<file path="config.mk">
export PLATFORM = sky130hd
export DESIGN_NAME = websocket_header_parser
export DESIGN_NICKNAME = d
export VERILOG_FILES = /design/src/rtl/core/wshp_pkg.sv /design/src/rtl/core/wshp_decode.sv /design/src/rtl/core/wshp_out_buf.sv /design/src/rtl/core/websocket_header_parser.sv
export VERILOG_INCLUDE_DIRS = /design/src /design/src/rtl/core
export SDC_FILE = /design/constraint.sdc
export NUM_CORES = 1
export LEC_CHECK = 0
export BUFFER_PORTS_ARGS = -buffer_cell sky130_fd_sc_hd__buf_2
export CELL_PAD_IN_SITES_DETAIL_PLACEMENT = 1
export CELL_PAD_IN_SITES_GLOBAL_PLACEMENT = 2
export CORE_ASPECT_RATIO = 1.1
export CORE_MARGIN = 3
export CORE_UTILIZATION = 44
export DETAILED_ROUTE_END_ITERATION = 8
export GPL_TIMING_DRIVEN = 0
export PLACE_DENSITY = 0.9
export SETUP_SLACK_MARGIN = 0.15
export SLEW_MARGIN = 40
export SYNTH_ARGS = -nofsm -noshare
export SYNTH_HDL_FRONTEND = slang
export SYNTH_SLANG_ARGS = --single-unit
</file>
<file path="constraint.sdc">
create_clock -name clk_i -period 15 [get_ports clk_i]
set_input_delay 0 -clock clk_i [delete_from_list [all_inputs] [get_ports clk_i]]
set_output_delay 0 -clock clk_i [all_outputs]
set_load 0.02 [all_outputs]
</file>
<file path="src/rtl/core/websocket_header_parser_defines.svh">
// Assertion macros for the WebSocket header parser.
// Every macro samples on clk_i and is disabled while rst_ni is low.
`ifndef WEBSOCKET_HEADER_PARSER_DEFINES_SVH
`define WEBSOCKET_HEADER_PARSER_DEFINES_SVH

// Consequent must hold in the same cycle as the antecedent.
`define WSHP_ASSERT_NOW(lbl, ante, cons) \
  lbl: assert property (@(posedge clk_i) disable iff (!rst_ni) (ante) |-> (cons)) \
    else $error("websocket_header_parser: same-cycle check failed");

// Consequent must hold in the cycle after the antecedent.
`define WSHP_ASSERT_NEXT(lbl, ante, cons) \
  lbl: assert property (@(posedge clk_i) disable iff (!rst_ni) (ante) |=> (cons)) \
    else $error("websocket_header_parser: next-cycle check failed");

`endif

</file>
<file path="src/rtl/core/wshp_pkg.sv">
// Shared types and constants for the WebSocket header parser.
// No dependencies; used by wshp_decode, wshp_out_buf and the top level.
package wshp_pkg;

  localparam int unsigned LenW   = 64;
  localparam int unsigned HsizeW = 4;
  localparam int unsigned OpW    = 4;
  localparam int unsigned ResW   = HsizeW + LenW + 1 + OpW;
  localparam int unsigned OutTdataW = ((ResW + 7) / 8) * 8;

  // Packed from the low bit up: opcode, masked, payload_length, hdr_bytes.
  typedef struct packed {
    logic [HsizeW-1:0] hdr_bytes;
    logic [LenW-1:0]   payload_length;
    logic              masked;
    logic [OpW-1:0]    opcode;
  } res_t;

  localparam logic [6:0] LenCodeMax16 = 7'd126;
  localparam logic [6:0] LenCodeMax7  = 7'd125;

  localparam logic [HsizeW-1:0] HsizeBase  = 4'd2;
  localparam logic [HsizeW-1:0] HsizeExt16 = 4'd4;
  localparam logic [HsizeW-1:0] HsizeExt64 = 4'd10;
  localparam logic [HsizeW-1:0] HsizeMask  = 4'd4;
  localparam logic [HsizeW-1:0] HsizeMaxAll = 4'd14;

  localparam logic [3:0] ExtBytes16 = 4'd2;
  localparam logic [3:0] ExtBytes64 = 4'd8;

endpackage

</file>
<file path="src/rtl/core/wshp_decode.sv">
// Header decode stage: parser state and its next-state logic.
// Depends on wshp_pkg for the result type and length constants.
module wshp_decode import wshp_pkg::*; (
  input  logic       clk_i,
  input  logic       rst_ni,
  input  logic       fire_i,
  input  logic [7:0] byte_i,
  input  logic       start_i,
  output logic       res_valid_o,
  output res_t       res_o
);

  localparam logic [1:0] PhIdle   = 2'd0;
  localparam logic [1:0] PhSecond = 2'd1;
  localparam logic [1:0] PhExt    = 2'd2;
  localparam logic [1:0] PhDone   = 2'd3;

  logic [1:0]        phase_q, phase_d;
  logic [LenW-1:0]   acc_q, acc_d;
  logic [3:0]        left_q, left_d;
  logic [OpW-1:0]    op_q, op_d;
  logic              mask_q, mask_d;
  logic [HsizeW-1:0] hsize_q, hsize_d;
  logic              emit;
  logic [6:0]        code;
  logic [HsizeW-1:0] extra;
  logic [3:0]        left_dec;

  assign code     = byte_i[6:0];
  assign extra    = byte_i[7] ? HsizeMask : '0;
  assign left_dec = left_q - 4'd1;

  always_comb begin
    phase_d = phase_q;
    acc_d   = acc_q;
    left_d  = left_q;
    op_d    = op_q;
    mask_d  = mask_q;
    hsize_d = hsize_q;
    emit    = 1'b0;
    if (fire_i) begin
      if (start_i) begin
        op_d    = byte_i[OpW-1:0];
        mask_d  = 1'b0;
        hsize_d = '0;
        acc_d   = '0;
        left_d  = '0;
        phase_d = PhSecond;
      end else begin
        unique case (phase_q)
          PhSecond: begin
            mask_d = byte_i[7];
            if (code <= LenCodeMax7) begin
              acc_d   = {{(LenW-7){1'b0}}, code};
              hsize_d = HsizeBase + extra;
              phase_d = PhDone;
              emit    = 1'b1;
            end else begin
              acc_d   = '0;
              phase_d = PhExt;
              if (code == LenCodeMax16) begin
                left_d  = ExtBytes16;
                hsize_d = HsizeExt16 + extra;
              end else begin
                left_d  = ExtBytes64;
                hsize_d = HsizeExt64 + extra;
              end
            end
          end
          PhExt: begin
            acc_d = {acc_q[LenW-9:0], byte_i};
            if (left_q != '0) begin
              left_d = left_dec;
            end
            if (left_q == '0 || left_dec == '0) begin
              phase_d = PhDone;
              emit    = 1'b1;
            end
          end
          PhIdle, PhDone: begin
            // drop stray bytes until the next start
          end
          default: ;
        endcase
      end
    end
  end

  always_ff @(posedge clk_i or negedge rst_ni) begin
    if (!rst_ni) begin
      phase_q <= PhIdle;
      acc_q   <= '0;
      left_q  <= '0;
      op_q    <= '0;
      mask_q  <= 1'b0;
      hsize_q <= '0;
    end else begin
      phase_q <= phase_d;
      acc_q   <= acc_d;
      left_q  <= left_d;
      op_q    <= op_d;
      mask_q  <= mask_d;
      hsize_q <= hsize_d;
    end
  end

  assign res_valid_o          = emit;
  assign res_o.opcode         = op_d;
  assign res_o.masked         = mask_d;
  assign res_o.payload_length = acc_d;
  assign res_o.hdr_bytes      = hsize_d;

endmodule

</file>
<file path="src/rtl/core/wshp_out_buf.sv">
// Result register with a skid entry; the decode stage waits on tready only once both are full.
// Depends on wshp_pkg for the result type.
module wshp_out_buf import wshp_pkg::*; (
  input  logic clk_i,
  input  logic rst_ni,
  input  logic push_i,
  input  res_t push_data_i,
  output logic full_o,
  output logic out_valid_o,
  input  logic out_ready_i,
  output res_t out_data_o
);

  logic out_valid_q, skid_valid_q;
  res_t out_data_q, skid_data_q;
  logic pop;

  assign pop = out_valid_q && out_ready_i;

  always_ff @(posedge clk_i or negedge rst_ni) begin
    if (!rst_ni) begin
      out_valid_q  <= 1'b0;
      skid_valid_q <= 1'b0;
    end else if (!out_valid_q || pop) begin
      if (skid_valid_q) begin
        out_valid_q  <= 1'b1;
        skid_valid_q <= push_i;
      end else begin
        out_valid_q <= push_i;
      end
    end else if (push_i) begin
      skid_valid_q <= 1'b1;
    end
  end

  always_ff @(posedge clk_i) begin
    if (!out_valid_q || pop) begin
      out_data_q <= skid_valid_q ? skid_data_q : push_data_i;
      if (skid_valid_q && push_i) begin
        skid_data_q <= push_data_i;
      end
    end else if (push_i) begin
      skid_data_q <= push_data_i;
    end
  end

  assign full_o      = skid_valid_q;
  assign out_valid_o = out_valid_q;
  assign out_data_o  = out_data_q;

endmodule

</file>
<file path="src/rtl/core/websocket_header_parser.sv">
// WebSocket frame header parser, top level: input register, decode, result buffer.
// Depends on wshp_pkg, wshp_decode, wshp_out_buf and the assertion macro header.
//
// Usage: header bytes enter on the s_axis channel one beat each, in wire order,
// with tuser high on the first byte of a header. A high tuser always restarts
// parsing and abandons a header in progress. Once the 7-, 16- or 64-bit length
// is complete, one result beat leaves on m_axis carrying opcode, mask flag,
// payload length and total header size (masking key included). Other bytes,
// such as the masking key and payload, produce no beat.
// Path: an accepted byte is held in the input register, decoded combinationally
// from there, and its result is registered in the result buffer for m_axis.
// Throughput: one byte per cycle; the input register and the decode stage
// each take a beat every cycle while the result buffer has a free entry.
// When the receiver stalls, results queue in the two-entry result buffer;
// once both are full the decode stage holds and s_axis_tready drops once the input register holds a byte.
// Reset: all parser state clears to idle and both channels come up empty.
`include "websocket_header_parser_defines.svh"

module websocket_header_parser import wshp_pkg::*; (
  input  logic                 clk_i,
  input  logic                 rst_ni,
  input  logic                 s_axis_tvalid,
  output logic                 s_axis_tready,
  input  logic [7:0]           s_axis_tdata,  // [7:0] data_byte
  input  logic                 s_axis_tuser,  // [0] start_req
  output logic                 m_axis_tvalid,
  input  logic                 m_axis_tready,
  // [3:0] opcode, [4] masked, [68:5] payload_length, [72:69] hdr_bytes,
  // upper bits zero
  output logic [OutTdataW-1:0] m_axis_tdata
);

  logic       in_valid_q;
  logic [7:0] in_byte_q;
  logic       in_start_q;
  logic       fire;
  logic       buf_full;
  logic       res_valid;
  res_t       res;
  res_t       out_res;

  assign fire          = in_valid_q && !buf_full;
  assign s_axis_tready = !in_valid_q || fire;

  always_ff @(posedge clk_i or negedge rst_ni) begin
    if (!rst_ni) begin
      in_valid_q <= 1'b0;
    end else if (s_axis_tready) begin
      in_valid_q <= s_axis_tvalid;
    end
  end

  always_ff @(posedge clk_i) begin
    if (s_axis_tready && s_axis_tvalid) begin
      in_byte_q  <= s_axis_tdata;
      in_start_q <= s_axis_tuser;
    end
  end

  wshp_decode u_decode (
    .clk_i       (clk_i),
    .rst_ni      (rst_ni),
    .fire_i      (fire),
    .byte_i      (in_byte_q),
    .start_i     (in_start_q),
    .res_valid_o (res_valid),
    .res_o       (res)
  );

  wshp_out_buf u_out_buf (
    .clk_i       (clk_i),
    .rst_ni      (rst_ni),
    .push_i      (res_valid),
    .push_data_i (res),
    .full_o      (buf_full),
    .out_valid_o (m_axis_tvalid),
    .out_ready_i (m_axis_tready),
    .out_data_o  (out_res)
  );

  assign m_axis_tdata = {{(OutTdataW-ResW){1'b0}}, out_res};

  // An empty result buffer must never hold off input.
  `WSHP_ASSERT_NOW(a_empty_ready, !m_axis_tvalid, s_axis_tready)
  // A decoded result leaves m_axis_tvalid high in the next cycle.
  `WSHP_ASSERT_NEXT(a_res_shown, res_valid, m_axis_tvalid)
  // Header size is one of the legal totals.
  `WSHP_ASSERT_NOW(a_hsize_legal, m_axis_tvalid,
    out_res.hdr_bytes == HsizeBase || out_res.hdr_bytes == HsizeExt16 ||
    out_res.hdr_bytes == (HsizeBase + HsizeMask) ||
    out_res.hdr_bytes == (HsizeExt16 + HsizeMask) ||
    out_res.hdr_bytes == HsizeExt64 || out_res.hdr_bytes == HsizeMaxAll)

endmodule
</file>
==> results of run 1 <==
==> worst min-delay path by stage <==
stage,from,to,cells past startpoint
floorplan,rst_ni,in_valid_q$_DFFE_PN0N_,0
global placement,s_axis_tdata[1],in_byte_q[1]$_DFFE_PP_,1
detailed placement,rst_ni,u_decode.hsize_q[1]$_DFF_PN0_,1
CTS,m_axis_tready,u_out_buf.full_o$_DFFE_PN0P_,3
global route,m_axis_tready,u_out_buf.full_o$_DFFE_PN0P_,3
finish,m_axis_tready,u_out_buf.full_o$_DFFE_PN0P_,3
==> cells in the mapped netlist, types with 2 or more instances <==
cell       number  area (µm²)
mux2_2         13         146
nand3_1         3        15.0
a31oi_1         3        18.8
nor4_1          2        12.5
nand2b_1        4        25.0
ha_1            6        75.1
dfrtp_1        82        2050
and2_1          3        18.8
inv_2           2        7.51
a21oi_1        68         340
a2bb2oi_1       8        70.1
buf_2          17        85.1
o31ai_2         2        25.0
nand2_1        76         285
inv_1           9        33.8
edfxtp_1      155        4650
nor2b_1         3        18.8
o31ai_1        57         428
nor2_1        118         443
nand4_1         2        12.5
clkbuf_1       21        78.8
o211ai_1        9        67.6
buf_4           9        67.6
o21ai_0         9        45.0
nor3_1          5        25.0
==> sequential cells by signal (all words and copies together), names as in the netlist, 2 cells and up <==
register               flops
u_decode.op_q              4
u_decode.acc_q            64
u_decode.phase_q           2
u_decode.hsize_q           4
u_out_buf.out_data_o      73
u_decode.left_q            4
u_out_buf.skid_data_q     73
in_byte_q                  8
==> stage by stage <==
step | cell area (µm²) | cells
after detailed placement | 10200 | 1078
final | 11200 | 1137
after global placement | 10100 | 1062
after global routing | 11200 | 1137
after floorplan | 9320 | 719
after CTS | 11200 | 1137
==> placed cells by master, fill, tap and decap left out, types with 3 or more instances in the layout <==
cell	instances
nor3_1	4
a31oi_1	3
clkinv_2	6
clkbuf_8	5
nand2_1	76
clkbuf_1	25
nand2b_1	3
mux2_2	13
inv_1	9
and2_1	3
buf_12	3
o211ai_1	9
dfrtp_1	82
nor2b_1	3
clkbuf_16	25
conb_1	7
dlygate4sd3_1	12
nand3_1	3
o21ai_0	9
buf_2	106
edfxtp_1	155
nor2_1	118
a2bb2oi_1	8
buf_4	19
a21oi_1	68
o31ai_1	57
ha_1	6
==> kinds of logic (layout without fill, tap and decap cells) <==
group	count (synthesis)	in the layout	synth area share, %
other	1	7	0.0403
flip-flops	237	237	72.2
AND/OR/NAND/NOR	227	227	10.3
AO/OA/AOI/OAI	169	169	12.0
multiplexers	14	14	1.68
adder cells (fa/ha/maj)	6	6	0.808
buffers and inverters	59	221	2.98
==> metal layers <==
metal | global-route usage, % | vias to the layer above | wire length, µm
met4 | 4.62 | 0 | 407
met2 | 36.3 | 157 | 12000
li1 | - | 2888 | -
met1 | 25.8 | 3208 | 9450
met3 | 2.85 | 34 | 990
met5 | 0 | - | 0
==> power by group through the flow <==
stage	sequential, µW	clock, µW	combinational [µW]
after floorplan	916	0	118
after global placement	856	0	269
after detailed placement	858	0	286
after CTS	846	619	292
after global routing	855	651	316
final	846	609	288
==> final cells by class <==
class,count,share of cell area (%)
Multi-Input combinational cell,423,20.9
Inverter,11,0.368
Clock inverter,12,1.02
Sequential cell,237,59.8
Buffer,48,2.10
Clock buffer,34,6.33
Tap cell,256,2.86
Timing Repair Buffer,116,6.60
==> critical path, stage by stage (launching register included) <==
cell and delay, ns:
dfrtp_1 0.40, inv_1 0.09, ha_1 0.31, inv_2 0.12
a311oi_4 0.38, o21ai_1 0.19, nor3_2 0.37, buf_4 0.23
buf_4 0.16, buf_4 0.18, buf_4 0.18, buf_4 0.17
==> timing repair <==
item	CTS	global route
buffers inserted	0	0
hold buffers	13	0
endpoints found under the setup margin	0	0
hold endpoints to repair	92	0
==> run_results.csv, run 1 <==
group,metric,value,unit
routing,drcViolationCount,0,
setup_path,worstReg2RegStart,"u_decode.phase_q[1]$_DFFE_PN0P_",
routing,viasPerCell,5.53,
run_status,status,"completed",
synthesis,synth_cells,713,
setup_path,reg2reg_depth,11,
clocking,tritoncts,"yes",
timing,rsz0062_at_grt,"false",
timing,tightest_slew,0.602,ns
place,dp_slack,11.94,ns
finish,area_growth,20.6,%
pwr,p_leak,0.00459,µW
timing,timing.final.ws_setup,11.92,ns
clocking,htreeDepth,1,
timing,relSlewSlack,59.4,%
setup_path,r2r_slack,11.92,ns
floorplanning,start_util,45.0,%
floorplanning,dieWidth,145,µm
synthesis,postSynthAreaPerCell,13.0,µm²
global_routing,grt_pass1_vias,6813,
floorplanning,die_h,158,µm
setup_path,crit_fanout,8,
floorplanning,dieArea,22900,µm²
timing,hold_viol,0,
setup_path,arrival,3.30,ns
pwr,power.internal,1260,µW
synthesis,yosys_most_used_dff,"edfxtp_1",
setup_path,startpoint_type,"flip-flop",
pwr,combPwrFrac,16.5,%
routing,ant_nets,0,
synthesis,synth_edf_count,155,
finish,multi_input_area,2350,µm²
finish,antenna_cells,0,
clocking,cts_resized,0,
pwr,ir_drop,76.7,µV
timing,skew,0.0133,ns
finish,fin_nets,881,
finish,fillerInstances,2098,
finish,drive_gt1_share,22.5,%
pwr,p_clk_share,34.9,%
place,gp_congestion,0.823,
global_routing,overflow,0,
floorplanning,rows,55,
pwr,p_per_area,155,nW/µm²
clocking,cts_buffer_depth,3,
synthesis,synth-seq-cells,237,
clocking,clk-insertion-delay-late,0.52,ns
setup_path,critical_path.endpoint,"u_out_buf.skid_data_q[52]$_DFFE_PP_",
timing,setup_viol,0,
pwr,p_switching,479,µW
floorplanning,core_area,20600,µm²
finish,ff_latch_area,6710,µm²
clocking,cts_root_buf,"clkbuf_16",
place,io_buffers,87,
global_routing,grt_max_degree,43,
timing,drv_slew,0,
pwr,swShare,27.5,%
global_routing,antenna_found_initial,0,
clocking,cts.sinks,237,
floorplanning,io_pins,95,
routing,drt_iter0_drc,392,
timing,finalCriticalPeriod,3.08,ns
synthesis,yosys_warnings,0,
min_path,hp-class,"in -> reg",
finish,final_core_util,54.3,%
global_routing,grtUsageTotal,20.1,%
routing,wl,22.8,mm
pwr,pwr-share-seq,48.5,%
timing,tns,0,ns
place,dpl.hpwl,15.8,mm
synthesis,netlist-cell-type-count,52,
timing,hold_ws,0.0561,ns
setup_path,critPathKind,"reg -> reg",
synthesis,ys_async_sr_fraction,34.6,%
clocking,clk_pin_slew,0.06,ns
synthesis,syn-cell-area,9290,µm²
setup_path,startpoint,"u_decode.phase_q[1]$_DFFE_PN0P_",
setup_path,critPathCaptureType,"flip-flop",
routing,routedWlPerCell,20.1,µm
routing,via_count,6287,
setup_path,r2r_end,"u_out_buf.skid_data_q[52]$_DFFE_PP_",
setup_path,crit_required,15.22,ns
routing,drt-pass1-iter-count,4,
timing,period_share,20.6,%
global_routing,grt_first_pass_wirelength,36.6,mm
timing,fmax,324,MHz
synthesis,ys_seq_area_share,72.2,%
clocking,cts_buffers,25,
pwr,power,1740,µW
run,maxCapViolCount,0,
Note: power is estimated with default switching activity, not from simulation.
==> run 2, diff against run 1 <==
Settings changed: CORE_UTILIZATION 44 to 37, PLACE_DENSITY 0.9 to 0.81.
Clock period 15 ns to 2.7 ns, I/O delays scaled along.
==> run 2 against run 1 <==
Hold slack worse by 0.041 ns. Combinational power rose to 5.6 times the previous value. Global-route usage down 3.3 points. Clock skew up 0.0011 ns. Sequential share of layout area down 0.92 points. Die area up 18%. Largest power group unchanged.
==> run_results.csv, run 2 (synthesis results as in run 1) <==
group,metric,value,unit
run_status,status,"completed",
setup_path,crit_fanout,10,
global_routing,grt_first_pass_wirelength,35.9,mm
clocking,cts.sinks,237,
clocking,htreeDepth,1,
setup_path,r2r_slack,0.26,ns
setup_path,startpoint_type,"flip-flop",
min_path,hp-class,"in -> async",
setup_path,critical_path.endpoint,"u_out_buf.out_data_o[51]$_DFFE_PN_",
finish,layout_common_cells,"edfxtp_1 (155), nor2_1 (117), buf_2 (102), dfrtp_1 (81), nand2_1 (76)",
finish,area_growth,22.5,%
clocking,cts_buffer_depth,3,
setup_path,crit_required,2.97,ns
clocking,cts_root_buf,"clkbuf_16",
floorplanning,io_pins,95,
routing,wl,22.6,mm
setup_path,cp.depth,7,
clocking,cts_buffers,25,
place,dpl.hpwl,15.3,mm
timing,period_share,90.2,%
global_routing,grt_pass1_vias,6459,
setup_path,startpoint,"u_decode.phase_q[0]$_DFFE_PN0P_",
run,maxCapViolCount,0,
timing,relSlewSlack,59.2,%
timing,rsz0062_at_grt,"false",
clocking,tritoncts,"yes",
pwr,p_per_area,867,nW/µm²
floorplanning,rows,60,
setup_path,arrival,2.70,ns
setup_path,r2r_end,"u_out_buf.out_data_o[51]$_DFFE_PN_",
pwr,swShare,27.4,%
routing,ant_nets,0,
finish,final_common_cell,"edfxtp_1",
routing,routedWlPerCell,19.0,µm
floorplanning,die_h,172,µm
floorplanning,core_area,24600,µm²
pwr,p_clk_share,36.2,%
pwr,power.internal,7170,µW
pwr,ir_drop,493,µV
place,gp_congestion,0.798,
routing,viasPerCell,5.16,
pwr,pwr-share-seq,47.6,%
finish,antenna_cells,0,
clocking,clk_pin_slew,0.07,ns
setup_path,worstReg2RegStart,"u_decode.phase_q[0]$_DFFE_PN0P_",
timing,hold_viol,0,
setup_path,critPathSlowestCell,"clkbuf_1",
setup_path,cpMostUsedCell,"inv_1",
setup_path,path_cells,"inv_1, ha_1, inv_1, o21ai_2, clkbuf_1, a21oi_1, o31ai_1",
timing,drv_slew,0,
global_routing,grt_max_degree,55,
routing,drt-pass1-iter-count,4,
floorplanning,start_util,37.7,%
setup_path,slowest_delay,0.47,ns
place,io_buffers,87,
global_routing,antenna_found_initial,0,
timing,setup_viol,0,
setup_path,critPathCaptureType,"flip-flop",
floorplanning,dieArea,27100,µm²
floorplanning,dieWidth,157,µm
setup_path,reg2reg_depth,7,
global_routing,overflow,0,
timing,finalCriticalPeriod,2.44,ns
timing,tightest_slew,0.612,ns
finish,drive_gt1_share,23.4,%
clocking,clk-insertion-delay-late,0.52,ns
timing,fmax,411,MHz
routing,drcViolationCount,0,
routing,drt_iter0_drc,304,
setup_path,critical_path_buf_inv_count,3,
pwr,p_leak,0.00460,µW
pwr,combPwrFrac,16.2,%
timing,skew,0.0144,ns
place,dpl.cell_count,1126,
finish,fin_nets,879,
setup_path,critPathKind,"reg -> reg",
global_routing,grtUsageTotal,16.9,%
pwr,p_switching,2700,µW
finish,final_cell_count_no_fill,1189,
timing,tns,0,ns
pwr,power,9870,µW
setup_path,path_delay_family,"compound AO/OA/AOI/OAI gates",
routing,via_count,6134,
==> run 2: cell count changes in the layout (fill, tap and decap cells not counted), sizes merged <==
cell,previous run,this run
clkinv,8,12
buf,131,130
dlygate4sd3,12,11
clkinvlp,1,2
bufinv,2,5
clkbuf,55,47
==> run 2: worst reg2reg max path: stages (launching register included) <==
cell and delay, ns:
dfrtp_1 0.38, inv_1 0.08, ha_1 0.31, inv_1 0.05, o21ai_2 0.33, clkbuf_1 0.47
a21oi_1 0.13, o31ai_1 0.44
==> run 2: per-stage QoR <==
| step | hold WS [ns] | area, µm² | utilization, % | worst slack [ns] |
|---|---|---|---|---|
| floorplan | -0.296 | 9350 | - | -0.748 |
| global placement | 0.179 | 10200 | 41.3 | -2.15 |
| detailed placement | -0.114 | 10300 | 41.9 | -0.384 |
| CTS | 0.0115 | 11300 | 46.1 | 0.152 |
| global route | 0.0420 | 11400 | 46.3 | 0.163 |
| finish | 0.0149 | 11400 | 46.3 | 0.265 |
==> run 2: per-layer routing <==
metal  GRT usage [%]  wire length [µm]
met4            4.30               427
met5               0                 0
met2            28.4             11100
met3            2.45               772
met1            23.2             10300
==> run 2: final cells by class <==
| type | instances | area [µm²] |
|---|---|---|
| fill | 2593 | 13200 |
| sequential | 237 | 6710 |
| multi-input combinational | 423 | 2390 |
| timing repair buffer | 114 | 762 |
| clock buffer | 26 | 629 |
| tap | 310 | 388 |
| buffer | 48 | 245 |
| clock inverter | 20 | 226 |
| inverter | 11 | 43.8 |
==> run 2: worst min path at each step <==
stage               depth (start not counted)       startpoint  slack [ns]                        endpoint
floorplan                                   0           rst_ni       -0.30          in_valid_q$_DFFE_PN0N_
global placement                            1  s_axis_tdata[2]        0.18          in_byte_q[2]$_DFFE_PP_
detailed placement                          1           rst_ni       -0.11    u_decode.acc_q[60]$_DFF_PN0_
CTS                                         3           rst_ni        0.01  u_decode.left_q[0]$_DFFE_PN0P_
global route                                3           rst_ni        0.04    u_decode.acc_q[60]$_DFF_PN0_
finish                                      3           rst_ni        0.01    u_decode.acc_q[60]$_DFF_PN0_
==> run 2: power by group through the flow <==
stage               clock, µW  combinational [µW]  sequential [µW]
finish                   3580                1600             4700
global route             3840                1770             4750
CTS                      3670                1620             4700
detailed placement          0                1590             4770
global placement            0                1530             4750
floorplan                   0                 668             5080
==> run 2: timing repair <==
item / in CTS / in global routing
setup endpoints to repair: 52 / 17
setup buffers: 3 / 2
resized for setup: 7 / 7
hold endpoints to repair: 92 / 0
hold buffers: 12 / 0
pin swaps: 2 / 1
